### config.mk
export PLATFORM = sky130hd
export DESIGN_NAME = named_counting_semaphore_table
export DESIGN_NICKNAME = d
export VERILOG_FILES = /design/src/rtl/ncst_pkg.sv /design/src/rtl/named_counting_semaphore_table.sv
export VERILOG_INCLUDE_DIRS = /design/src /design/src/rtl
export SDC_FILE = /design/constraint.sdc
export NUM_CORES = 2
export LEC_CHECK = 0
export ABC_AREA = 0
export BUFFER_PORTS_ARGS = -buffer_cell sky130_fd_sc_hd__buf_2
export CAP_MARGIN = 20
export CORE_MARGIN = 4
export CORE_UTILIZATION = 62
export CTS_BUF_LIST = sky130_fd_sc_hd__clkbuf_8
export DETAILED_ROUTE_END_ITERATION = 12
export PLACE_DENSITY = 0.79
export SYNTH_ARGS = -nofsm -noshare
export SYNTH_HDL_FRONTEND = slang
export SYNTH_SLANG_ARGS = --single-unit
### constraint.sdc
create_clock -name clk -period 7.18 [get_ports clk]
set_input_delay 1.436 -clock clk [delete_from_list [all_inputs] [get_ports clk]]
set_output_delay 1.436 -clock clk [all_outputs]
set_load 0.01 [all_outputs]
### src/rtl/named_counting_semaphore_table_assert.svh
// assertion macros for the named counting semaphore table
`ifndef NAMED_COUNTING_SEMAPHORE_TABLE_ASSERT_SVH
`define NAMED_COUNTING_SEMAPHORE_TABLE_ASSERT_SVH
`ifndef SYNTHESIS
`define NCST_ASSERT_IMP(lbl, clk, rst_n, ante, cons) \
  lbl: assert property (@(posedge clk) disable iff (!rst_n) (ante) |-> (cons)) \
    else $error("ncst assertion failed");
`define NCST_ASSERT_NXT(lbl, clk, rst_n, ante, cons) \
  lbl: assert property (@(posedge clk) disable iff (!rst_n) (ante) |=> (cons)) \
    else $error("ncst assertion failed");
`else
`define NCST_ASSERT_IMP(lbl, clk, rst_n, ante, cons)
`define NCST_ASSERT_NXT(lbl, clk, rst_n, ante, cons)
`endif
`endif

### src/rtl/ncst_pkg.sv
// shared types, codes and helpers of the named counting semaphore table
package ncst_pkg;

  localparam int ENTRIES_DEF    = 16;
  localparam int NAME_BYTES_DEF = 8;

  localparam int OP_W   = 3;
  localparam int NAME_W = 64;
  localparam int CNT_W  = 16;
  localparam int IDX_W  = 4;
  localparam int STAT_W = 2;

  localparam logic [OP_W-1:0] OP_OPEN   = 3'd0;
  localparam logic [OP_W-1:0] OP_WAIT   = 3'd1;
  localparam logic [OP_W-1:0] OP_POST   = 3'd2;
  localparam logic [OP_W-1:0] OP_GET    = 3'd3;
  localparam logic [OP_W-1:0] OP_UNLINK = 3'd4;

  localparam logic [STAT_W-1:0] ST_OK       = 2'd0;
  localparam logic [STAT_W-1:0] ST_FULL     = 2'd1;
  localparam logic [STAT_W-1:0] ST_NOTFOUND = 2'd2;

  // keep bytes up to the first zero byte, within the name length
  function automatic logic [NAME_W-1:0] ncst_norm_name(input logic [NAME_W-1:0] raw,
                                                       input int nb);
    logic [NAME_W-1:0] res;
    logic              stop;
    res  = '0;
    stop = 1'b0;
    for (int i = 0; i < NAME_W / 8; i++) begin
      if (i >= nb || raw[8*i +: 8] == 8'h00) begin
        stop = 1'b1;
      end
      if (!stop) begin
        res[8*i +: 8] = raw[8*i +: 8];
      end
    end
    return res;
  endfunction

endpackage

### src/rtl/named_counting_semaphore_table.sv
// named counting semaphore table: top level with scan sequencer and count unit
//
// Usage: drive an item on the in_ ports with start high while busy is low;
// that edge is the transfer. busy stays high while the item is worked on.
// One result per item appears on the out_ ports for exactly one cycle,
// marked by out_valid; the receiver cannot stall and must take it then.
// Wait, post and get value read the count (S_CNT_RD) and then work out
// the result (S_CALC); an out-of-range index or an unknown operation is
// answered straight from idle. Open and unlink walk the name memory one
// entry per cycle through its single read port (S_SCAN, S_DRAIN,
// S_DECIDE), and open goes on to S_CNT_RD and S_CALC for an existing name.
// Counts share one saturating add unit and a 1R1W count memory.
// The next item can be taken at the edge that ends the result cycle.
// Reset (rst_n low, synchronous) clears the sequencer and the per-entry
// valid bits, so every entry reads as unused with count zero; no clearing
// pass is needed and the block is ready right after reset.
module named_counting_semaphore_table #(
  parameter int ENTRIES    = ncst_pkg::ENTRIES_DEF,
  parameter int NAME_BYTES = ncst_pkg::NAME_BYTES_DEF
) (
  input  logic                                clk,
  input  logic                                rst_n,
  input  logic                                start,
  output logic                                busy,
  input  logic [ncst_pkg::OP_W-1:0]           in_operation,
  input  logic [ncst_pkg::NAME_W-1:0]         in_sem_name,
  input  logic signed [ncst_pkg::CNT_W-1:0]   in_initial_value,
  input  logic [ncst_pkg::IDX_W-1:0]          in_sem_index,
  output logic                                out_valid,
  output logic [ncst_pkg::STAT_W-1:0]         out_status,
  output logic [ncst_pkg::IDX_W-1:0]          out_handle,
  output logic signed [ncst_pkg::CNT_W-1:0]   out_count_value,
  output logic                                out_must_block,
  output logic                                out_wake_one
);
  import ncst_pkg::*;

`include "named_counting_semaphore_table_assert.svh"

  localparam int            AW    = (ENTRIES > 1) ? $clog2(ENTRIES) : 1;
  localparam int            NW    = 8 * NAME_BYTES;
  localparam logic [AW-1:0] LAST  = AW'(ENTRIES - 1);
  localparam logic [31:0]   ENT_U = 32'(ENTRIES);

  typedef enum logic [2:0] {
    S_IDLE,
    S_SCAN,
    S_DRAIN,
    S_DECIDE,
    S_CNT_RD,
    S_CALC
  } state_t;

  state_t                   state_r, state_nxt;
  logic [OP_W-1:0]          op_r, op_nxt;
  logic [NW-1:0]            nm_r, nm_nxt;
  logic signed [CNT_W-1:0]  init_r, init_nxt;
  logic [IDX_W-1:0]         idx_r, idx_nxt;
  logic [AW-1:0]            scan_addr_r, scan_addr_nxt;
  logic [AW-1:0]            cmp_addr_r, cmp_addr_nxt;
  logic                     cmp_v_r, cmp_v_nxt;
  logic                     match_f_r, match_f_nxt;
  logic [AW-1:0]            match_idx_r, match_idx_nxt;
  logic                     free_f_r, free_f_nxt;
  logic [AW-1:0]            free_idx_r, free_idx_nxt;
  logic [AW-1:0]            cnt_addr_r, cnt_addr_nxt;
  logic [ENTRIES-1:0]       name_vld_r, name_vld_nxt;
  logic [ENTRIES-1:0]       cnt_vld_r, cnt_vld_nxt;

  logic                     out_valid_r, out_valid_nxt;
  logic [STAT_W-1:0]        out_status_r, out_status_nxt;
  logic [IDX_W-1:0]         out_handle_r, out_handle_nxt;
  logic signed [CNT_W-1:0]  out_cnt_r, out_cnt_nxt;
  logic                     out_blk_r, out_blk_nxt;
  logic                     out_wake_r, out_wake_nxt;

  logic [NW-1:0]            name_mem [ENTRIES];
  logic signed [CNT_W-1:0]  cnt_mem [ENTRIES];
  logic [NW-1:0]            name_rd_r;
  logic signed [CNT_W-1:0]  cnt_rd_r;

  logic                     name_we;
  logic                     cnt_we;
  logic [AW-1:0]            cnt_waddr;
  logic signed [CNT_W-1:0]  cnt_wdata;

  logic [NW-1:0]            eff_name;
  logic signed [CNT_W-1:0]  eff_cnt;
  logic [1:0]               delta;
  logic [CNT_W:0]           sum_w;
  logic signed [CNT_W-1:0]  res_cnt;
  logic                     idx_ok;

  // memories
  always_ff @(posedge clk) begin
    if (name_we) begin
      name_mem[free_idx_r] <= nm_r;
    end
    name_rd_r <= name_mem[scan_addr_r];
  end

  always_ff @(posedge clk) begin
    if (cnt_we) begin
      cnt_mem[cnt_waddr] <= cnt_wdata;
    end
    cnt_rd_r <= cnt_mem[cnt_addr_r];
  end

  assign eff_name = name_vld_r[cmp_addr_r] ? name_rd_r : '0;
  assign eff_cnt  = cnt_vld_r[cnt_addr_r] ? cnt_rd_r : '0;

  // shared saturating add unit
  assign delta   = (op_r == OP_WAIT) ? 2'b11 : ((op_r == OP_POST) ? 2'b01 : 2'b00);
  assign sum_w   = {eff_cnt[CNT_W-1], eff_cnt} + {{(CNT_W-1){delta[1]}}, delta};
  assign res_cnt = (sum_w[CNT_W] != sum_w[CNT_W-1]) ? eff_cnt : sum_w[CNT_W-1:0];

  assign idx_ok = ({{(32-IDX_W){1'b0}}, in_sem_index} < ENT_U);

  always_comb begin
    state_nxt      = state_r;
    op_nxt         = op_r;
    nm_nxt         = nm_r;
    init_nxt       = init_r;
    idx_nxt        = idx_r;
    scan_addr_nxt  = scan_addr_r;
    cmp_addr_nxt   = scan_addr_r;
    cmp_v_nxt      = (state_r == S_SCAN);
    match_f_nxt    = match_f_r;
    match_idx_nxt  = match_idx_r;
    free_f_nxt     = free_f_r;
    free_idx_nxt   = free_idx_r;
    cnt_addr_nxt   = cnt_addr_r;
    name_vld_nxt   = name_vld_r;
    cnt_vld_nxt    = cnt_vld_r;
    out_valid_nxt  = 1'b0;
    out_status_nxt = out_status_r;
    out_handle_nxt = out_handle_r;
    out_cnt_nxt    = out_cnt_r;
    out_blk_nxt    = out_blk_r;
    out_wake_nxt   = out_wake_r;
    name_we        = 1'b0;
    cnt_we         = 1'b0;
    cnt_waddr      = free_idx_r;
    cnt_wdata      = init_r;

    // lowest matching and lowest unused entry
    if (cmp_v_r && !match_f_r && eff_name == nm_r) begin
      match_f_nxt   = 1'b1;
      match_idx_nxt = cmp_addr_r;
    end
    if (cmp_v_r && !free_f_r && eff_name[7:0] == 8'h00) begin
      free_f_nxt   = 1'b1;
      free_idx_nxt = cmp_addr_r;
    end

    case (state_r)
      S_IDLE: begin
        if (start) begin
          op_nxt        = in_operation;
          nm_nxt        = NW'(ncst_norm_name(in_sem_name, NAME_BYTES));
          init_nxt      = in_initial_value;
          idx_nxt       = in_sem_index;
          cnt_addr_nxt  = AW'(in_sem_index);
          scan_addr_nxt = '0;
          match_f_nxt   = 1'b0;
          free_f_nxt    = 1'b0;
          if (in_operation == OP_OPEN || in_operation == OP_UNLINK) begin
            state_nxt = S_SCAN;
          end else if ((in_operation == OP_WAIT || in_operation == OP_POST ||
                        in_operation == OP_GET) && idx_ok) begin
            state_nxt = S_CNT_RD;
          end else begin
            out_valid_nxt  = 1'b1;
            out_status_nxt = ST_OK;
            out_handle_nxt = in_sem_index;
            out_cnt_nxt    = '0;
            out_blk_nxt    = 1'b0;
            out_wake_nxt   = 1'b0;
          end
        end
      end
      S_SCAN: begin
        scan_addr_nxt = scan_addr_r + 1'b1;
        if (scan_addr_r == LAST) begin
          state_nxt = S_DRAIN;
        end
      end
      S_DRAIN: begin
        state_nxt = S_DECIDE;
      end
      S_DECIDE: begin
        state_nxt      = S_IDLE;
        out_valid_nxt  = 1'b1;
        out_status_nxt = ST_OK;
        out_handle_nxt = idx_r;
        out_cnt_nxt    = '0;
        out_blk_nxt    = 1'b0;
        out_wake_nxt   = 1'b0;
        if (op_r == OP_OPEN) begin
          if (match_f_r) begin
            cnt_addr_nxt  = match_idx_r;
            out_valid_nxt = 1'b0;
            state_nxt     = S_CNT_RD;
          end else if (free_f_r) begin
            name_we                  = 1'b1;
            cnt_we                   = 1'b1;
            name_vld_nxt[free_idx_r] = 1'b1;
            cnt_vld_nxt[free_idx_r]  = 1'b1;
            out_handle_nxt           = IDX_W'(free_idx_r);
            out_cnt_nxt              = init_r;
          end else begin
            out_status_nxt = ST_FULL;
            out_handle_nxt = '0;
          end
        end else begin
          if (match_f_r) begin
            name_vld_nxt[match_idx_r] = 1'b0;
            cnt_vld_nxt[match_idx_r]  = 1'b0;
          end else begin
            out_status_nxt = ST_NOTFOUND;
          end
        end
      end
      S_CNT_RD: begin
        state_nxt = S_CALC;
      end
      S_CALC: begin
        state_nxt      = S_IDLE;
        out_valid_nxt  = 1'b1;
        out_status_nxt = ST_OK;
        out_handle_nxt = (op_r == OP_OPEN) ? IDX_W'(cnt_addr_r) : idx_r;
        out_cnt_nxt    = res_cnt;
        out_blk_nxt    = (op_r == OP_WAIT) && res_cnt[CNT_W-1];
        out_wake_nxt   = (op_r == OP_POST) && (res_cnt[CNT_W-1] || res_cnt == '0);
        if (op_r == OP_WAIT || op_r == OP_POST) begin
          cnt_we                  = 1'b1;
          cnt_waddr               = cnt_addr_r;
          cnt_wdata               = res_cnt;
          cnt_vld_nxt[cnt_addr_r] = 1'b1;
        end
      end
      default: begin
        state_nxt = S_IDLE;
      end
    endcase
  end

  always_ff @(posedge clk) begin
    op_r           <= op_nxt;
    nm_r           <= nm_nxt;
    init_r         <= init_nxt;
    idx_r          <= idx_nxt;
    scan_addr_r    <= scan_addr_nxt;
    cmp_addr_r     <= cmp_addr_nxt;
    match_idx_r    <= match_idx_nxt;
    free_idx_r     <= free_idx_nxt;
    cnt_addr_r     <= cnt_addr_nxt;
    out_status_r   <= out_status_nxt;
    out_handle_r   <= out_handle_nxt;
    out_cnt_r      <= out_cnt_nxt;
    out_blk_r      <= out_blk_nxt;
    out_wake_r     <= out_wake_nxt;
    if (!rst_n) begin
      state_r     <= S_IDLE;
      cmp_v_r     <= 1'b0;
      match_f_r   <= 1'b0;
      free_f_r    <= 1'b0;
      name_vld_r  <= '0;
      cnt_vld_r   <= '0;
      out_valid_r <= 1'b0;
    end else begin
      state_r     <= state_nxt;
      cmp_v_r     <= cmp_v_nxt;
      match_f_r   <= match_f_nxt;
      free_f_r    <= free_f_nxt;
      name_vld_r  <= name_vld_nxt;
      cnt_vld_r   <= cnt_vld_nxt;
      out_valid_r <= out_valid_nxt;
    end
  end

  assign busy            = (state_r != S_IDLE);
  assign out_valid       = out_valid_r;
  assign out_status      = out_status_r;
  assign out_handle      = out_handle_r;
  assign out_count_value = out_cnt_r;
  assign out_must_block  = out_blk_r;
  assign out_wake_one    = out_wake_r;

  // a named entry always carries a live count
  `NCST_ASSERT_IMP(a_name_has_cnt, clk, rst_n, 1'b1, (name_vld_r & ~cnt_vld_r) == '0)
  // a result only follows an accepted or running item
  `NCST_ASSERT_IMP(a_result_cause, clk, rst_n, out_valid_r, $past(busy || start))
  `NCST_ASSERT_IMP(a_full_zero, clk, rst_n, out_valid_r && out_status_r == ST_FULL,
                   out_handle_r == '0 && out_cnt_r == '0)
  `NCST_ASSERT_IMP(a_block_neg, clk, rst_n, out_valid_r && out_blk_r,
                   out_cnt_r[CNT_W-1] && !out_wake_r)
  `NCST_ASSERT_NXT(a_scan_end, clk, rst_n, state_r == S_SCAN && scan_addr_r == LAST,
                   state_r == S_DRAIN && cmp_v_r)

endmodule
## After elaboration in Yosys (flattened, before gate mapping)

Memories as Yosys holds them, arrays and structs flattened. A register that Yosys moved wholly into a read port is not among the register bits.
Index checks and enable logic that the tools add are counted.

- Memory bits (writable): 1280
- Output and inout port bits: 26
- Bits in registers: 170
- Memories kept: 2

Memories:

| memory | depth | bits a word | read ports | clocked after Yosys merged registers in | wr ports | line | text |
|---|---|---|---|---|---|---|---|
| name_mem | 16 | 64 | 1 | 1 | 1 | named_counting_semaphore_table.sv:77 | `logic [NW-1:0] name_mem [ENTRIES];` |
| cnt_mem | 16 | 16 | 1 | 1 | 1 | named_counting_semaphore_table.sv:78 | `logic signed [CNT_W-1:0] cnt_mem [ENTRIES];` |

- Order comparisons: 7
- Multiplexer cells: 116
- Bitwise gates (word level): 6
- Equal/unequal tests: 26
- $add $sub $neg: 2
- Reductions and logical operators: 43

Operator list:

| kind | count |
|---|---|
| 16-bit 2-to-1 mux | 19 |
| 8-bit zero test | 9 |
| 64-bit equality test | 1 |
| 64-bit 2-to-1 mux | 1 |
| 1-bit 2-to-1 mux | 55 |
| 4-bit 2-to-1 mux | 13 |
| 16-bit OR | 3 |
| 16-bit case mux with 3 select lines | 1 |
| 16-bit AND | 2 |
| 16-bit case mux with 2 select lines | 1 |
| 4-bit by 5-bit less-than comparator with 1-bit output, second input constant | 4 |
| 3-bit 2-to-1 mux | 6 |
| 16-bit by 2-bit adder with 17-bit output | 1 |
| 16-bit zero test | 1 |
| 16-bit inverter | 1 |
| 4-bit case mux with 2 select lines | 2 |
| 3-bit by 2-bit equality test with 1-bit output, second input constant | 5 |
| 3-bit case mux with 5 select lines | 1 |
| 2-bit inequality test, second input constant | 7 |
| 1-bit demux with 4-bit select | 3 |
| 4-bit by 1-bit >= comparator with 1-bit output, second input constant | 3 |
| 2-bit 2-to-1 mux | 6 |
| 3-bit inequality test, second input constant | 4 |
| 4-bit case mux with 3 select lines | 1 |
| other kinds (20) | 50 |

## Longest topological paths before layout

- Word-level depth: 25
- Mapped depth: 19
- Mapped depth without buffers: 16

## Least setup slack after synthesis

OpenSTA, ideal clock, no wires.

- Path kind: register to register
- Start: register op_r[1]
- End: memory name_mem[7][0] (netlist name) (enable)
- Buffers on the path: 0
- Stages on the path, launching flop included: 5
- Arrival time: 5.652 ns
- Path slack: 0.963 ns
- Period minus slack after synthesis: 6.217 ns
- Required time: 6.615 ns
- Cells stage by stage: edfxtp_1 or3_1 clkinv_1 nand3_1 nor3_1

- Longest elaborated chain between the ends: 5

RTL lines:

| what | line | text |
|---|---|---|
| from (decl) | named_counting_semaphore_table.sv:55 | `logic [OP_W-1:0] op_r, op_nxt;` |
| from (signal assigned) | named_counting_semaphore_table.sv:249 | `op_r <= op_nxt;` |
| 3-bit zero test | named_counting_semaphore_table.sv:199 | `if (op_r == OP_OPEN) begin` |
| 1-bit 2-to-1 mux | named_counting_semaphore_table.sv:199 |  |
| 1-bit 2-to-1 mux | named_counting_semaphore_table.sv:156 | `case (state_r)` |
| 1-bit 2-to-1 mux | named_counting_semaphore_table.sv:96 | `if (name_we) begin` |
| 1-bit 2-to-1 mux (not written as such) | named_counting_semaphore_table.sv:97 | `name_mem[free_idx_r] <= nm_r;` |
| to (decl) | named_counting_semaphore_table.sv:77 |  |

Every way passes these cells.

## Worst setup path after layout

- Start: register cnt_addr_r[0]
- End: memory cnt_mem[0][3] (data pin)

- Longest elaborated chain between the ends: 8

RTL lines:

| what | line | text |
|---|---|---|
| from (decl) | named_counting_semaphore_table.sv:66 | `logic [AW-1:0] cnt_addr_r, cnt_addr_nxt;` |
| from (signal assigned) | named_counting_semaphore_table.sv:257 | `cnt_addr_r <= cnt_addr_nxt;` |
| 1-bit binary-select mux with 4-bit select (*) | named_counting_semaphore_table.sv:110 | `assign eff_cnt = cnt_vld_r[cnt_addr_r] ? cnt_rd_r : '0;` |
| 1-bit 2-to-1 mux (not written as such) (*) | named_counting_semaphore_table.sv:110 |  |
| 16-bit 2-to-1 mux (*) | named_counting_semaphore_table.sv:110 |  |
| 16-bit by 2-bit adder with 17-bit output | named_counting_semaphore_table.sv:114 | `assign sum_w = {eff_cnt[CNT_W-1], eff_cnt} + {{(CNT_W-1){delta[1]}}, delta};` |
| 1-bit inequality test | named_counting_semaphore_table.sv:115 | `assign res_cnt = (sum_w[CNT_W] != sum_w[CNT_W-1]) ? eff_cnt : sum_w[CNT_W-1:0];` |
| 16-bit 2-to-1 mux (*) | named_counting_semaphore_table.sv:115 |  |
| 16-bit 2-to-1 mux (*) | named_counting_semaphore_table.sv:235 | `if (op_r == OP_WAIT \|\| op_r == OP_POST) begin` |
| 16-bit 2-to-1 mux (*) | named_counting_semaphore_table.sv:156 |  |
| named net cnt_wdata[3] | named_counting_semaphore_table.sv:85 | `logic signed [CNT_W-1:0] cnt_wdata;` |
| to (decl) | named_counting_semaphore_table.sv:78 |  |

Mark *: on every way through the listed nets, which the timed path passes. The rest lies on a longest branch. The select of a mux whose other input is x is not followed.

==> run_results.csv <==
group,metric,value,unit
route,drt-pass1-iter-count,5,
synthesis,synth_xor_area_share,0.531,%
synthesis,synthAdderAreaFrac,0.453,%
worst_setup_path,reg2reg_depth,15,
power_and_ir_drop,irDropWorstVdd,249,µV
cells_and_area,multiInputGateArea,0.0143,mm²
placement,place_area,0.0619,mm²
timing,finalSetupTns,0,ps
grt,antenna_found_initial,4,
synthesis,synth_top_family_by_area,"multiplexers",
floorplanning,core_area,0.0952,mm²
timing,setup_viol,0,
synthesis,syn_nets,3060,
synthesis,ys_seq_area_share,75.0,%
synthesis,syn_area_per_cell,20.2,µm²
worst_setup_path,r2r_setup_slack,840,ps
worst_setup_path,worstReg2RegEnd,"cnt_mem[0][3]$_DFFE_PP_",
timing,finClkSkew,66.9,ps
clock_network,post_cts_buffers,0,
worst_setup_path,crit_type,"register to register",
power_and_ir_drop,p_int,16.6,mW
timing,hold_viol_final,0,
worst_setup_path,cp.required,7670,ps
clock_network,hold_buffers,0,
grt,grt.overflow.total,0,
timing,slew_viol_final,0,
timing,fmax,158,MHz
route,vias_per_cell,6.55,
worst_setup_path,arrival,6830,ps
power_and_ir_drop,p_clk_share,28.4,%
outcome,status,"finished, final reports clean",
worst_setup_path,r2r_start,"cnt_addr_r[0]$_DFFE_PP_",
grt,grt.total_usage,27.9,%
clock_network,clock_latency,900,ps
timing,finalCriticalPeriod,6340,ps
power_and_ir_drop,seq_power_share,50.3,%
floorplanning,rows,113,
synthesis,ys.flop_type,"edfxtp_1",
timing,max_slew_margin,22.9,%
floorplanning,ioPinCount,116,
power_and_ir_drop,p_leak,21.5,nW
synthesis,synth_cell_type_count,74,
cells_and_area,n_fill_cell,5652,
cells_and_area,nets,3339,
worst_setup_path,cp_max_fo,16,
timing,rsz0062_at_grt,"false",
placement,gp_congestion,0.911,
worst_setup_path,start_kind,"register",
placement,dp_hpwl,79.8,mm
clock_network,cts.sinks,1530,
power_and_ir_drop,finalPower,23.3,mW
route,drt-total-wl,140,mm
grt,grt_pass1_wl,207,mm
power_and_ir_drop,power_frac_comb,21.4,%
route,vias,30800,
route,postRouteAntennaNets,0,
synthesis,ys_warn_count,0,
run,cap_violations,0,
worst_hold_path,hold_class,"register to register",
timing,holdWs,478,ps
floorplanning,dieArea,0.101,mm²
placement,io_buffers,115,
clock_network,cts.repair.resized,0,
worst_hold_path,whs_endpoint,"name_vld_r[2]$_SDFFE_PN0P_",
floorplanning,initial_core_util,62.6,%
power_and_ir_drop,p_sw_share,28.7,%
clock_network,numCtsBuffers,225,
floorplanning,dieHeight,318,µm
synthesis,yosys.area_share.simple,3.87,%
route,drc,0,
floorplanning,chipWidth,318,µm
synthesis,synthArstFlopShare,0,%
clock_network,clockBufferDepth,3,
synthesis,synth-edff-count,1407,
synthesis,ys_seq_elements,1530,
synthesis,synth_compound_gate_area_share,2.89,%
synthesis,postSynthCellCount,2949,
worst_setup_path,end_kind,"register",
clock_network,htree_levels,4,
clock_network,cts_tree,"built",
route,wl_per_cell,29.7,µm
grt,grt_max_degree,172,
timing,worst_slew_pin_slew,1160,ps
cells_and_area,regArea,0.0447,mm²
cells_and_area,drive_gt1_share,27.3,%
worst_hold_path,min_from,"name_vld_r[2]$_SDFFE_PN0P_",
power_and_ir_drop,p_per_area,352,mW/mm²
synthesis,muxShareOfSynthArea,16.0,%
timing,period_share,88.3,%
clock_network,clock-root-buffer,"clkbuf_8",
grt,grt_pass1_vias,31700,
synthesis,synth_area,0.0596,mm²
clock_network,clkTransAtPathRegs,60,ps
route,drt-initial-drc-count,4118,
cells_and_area,final_cell_area,0.0663,mm²
power_and_ir_drop,power_switching,6.69,mW
worst_hold_path,min_path_cells,2,
cells_and_area,area_delta_synth_final,11.2,%
## area by class of cell
| cell class | count | area share, % |
|---|---|---|
| antenna | 2 | 0.00755 |
| clock buffer | 244 | 5.06 |
| clock inverter | 182 | 1.47 |
| sequential | 1530 | 67.4 |
| multi-input combinational | 1224 | 21.5 |
| inverter | 51 | 0.292 |
| tap | 1265 | 2.39 |
| timing repair buffer | 196 | 1.85 |
## per-stage QoR
stage	worst slack [ps]	cells	utilization (%)
after floorplan	963	2949	-
after global placement	1170	4263	65.1
after detailed placement	890	4263	65.1
after CTS	866	4689	69.6
after global routing	494	4693	69.7
final	840	4694	69.7
## flip-flops by register name (all words and copies together) (netlist names), 2 cells and up
name             count
out_status           2
cnt_addr_r           4
name_vld_r          16
idx_r                4
out_handle           4
nm_r                64
free_idx_r           4
state_r              3
cnt_vld_r           16
cnt_rd_r            16
cnt_mem            256
name_rd_r           64
out_count_value     16
cmp_addr_r           4
cmp_addr_nxt         4
name_mem          1024
init_r              16
match_idx_r          4
op_r                 3
## metal layers
metal	vias to the layer above	wire (µm)	GRT usage [%]
met2	1788	68200	44.2
met5	-	0	0
met4	0	3200	8.11
met1	16000	53200	40.0
li1	12800	-	-
met3	237	15000	6.25
## worst max-delay path by stage
| stage | from | end | slack (ps) | depth (start not counted) |
|---|---|---|---|---|
| 2_1_floorplan | op_r[1]$_DFFE_PP_ | name_mem[7][0]$_DFFE_PP_ | 960 | 4 |
| 3_5_place_dp | cnt_addr_r[0]$_DFFE_PP_ | cnt_mem[10][12]$_DFFE_PP_ | 890 | 15 |
| 3_3_place_gp | cnt_addr_r[0]$_DFFE_PP_ | cnt_mem[10][12]$_DFFE_PP_ | 1170 | 15 |
| 6_report | cnt_addr_r[0]$_DFFE_PP_ | cnt_mem[0][3]$_DFFE_PP_ | 840 | 15 |
| 5_1_grt | cnt_addr_r[0]$_DFFE_PP_ | cnt_mem[0][3]$_DFFE_PP_ | 490 | 15 |
| 4_1_cts | cnt_addr_r[0]$_DFFE_PP_ | cnt_mem[5][12]$_DFFE_PP_ | 870 | 15 |
## Yosys cell counts (35+ instances only)
cell type     n  area (µm²)
edfxtp_1   1407       42300
mux4_2      407        9170
nand2_1     124         465
dfxtp_1     123        2460
nor2_1      115         432
clkbuf_1    102         383
a21oi_1      59         295
and2_1       51         319
inv_1        49         184
o21ai_0      45         225
nand3_1      42         210
buf_1        35         131
## worst max-delay path, cell delays in order (launching register included)
cell       delay, ps
edfxtp_1         630
nor2b_1          240
a22o_1           260
o21bai_1         500
and2_1           520
nand2_1          200
fa_1             450
nand2b_1         190
a21o_1           190
a21oi_1          290
a2111oi_0        190
buf_4            180
o41ai_2          510
xor2_4           500
mux2i_1          210
a21oi_1          900
## cells by family (layout without fill, tap and decap cells)
family,count (synthesis),in the layout
buffers and inverters,195,673
multiplexers,440,440
AND/OR/NAND/NOR,475,475
other,0,2
flip-flops,1530,1530
adder cells (fa/ha/maj),21,21
AO/OA/AOI/OAI,254,254
XOR/XNOR,34,34
## power groups by stage
stage          sequential, mW  combinational [mW]  clock, mW
2_1_floorplan            11.4                3.83          0
3_5_place_dp             11.9                4.99          0
3_3_place_gp             11.8                4.88          0
5_1_grt                  11.8                5.34       7.17
4_1_cts                  11.7                5.01       6.71
6_report                 11.7                4.98       6.61
## placed cells by master, fill, tap and decap left out, types with 23 or more instances in the layout
master	netlist	layout
a21oi_1	59	59
a22oi_1	28	28
and2_1	51	50
buf_2	4	115
buf_4	0	77
clkbuf_8	0	244
clkinv_1	2	54
clkinv_2	0	23
dfxtp_1	123	123
edfxtp_1	1407	1407
inv_1	49	135
mux4_2	407	407
nand2_1	124	124
nand3_1	42	42
nor2_1	115	102
nor2b_1	25	25
nor3_1	31	27
nor4_1	25	25
o21ai_0	45	45
xnor2_1	27	27
Power figures use the tool's default switching activity.
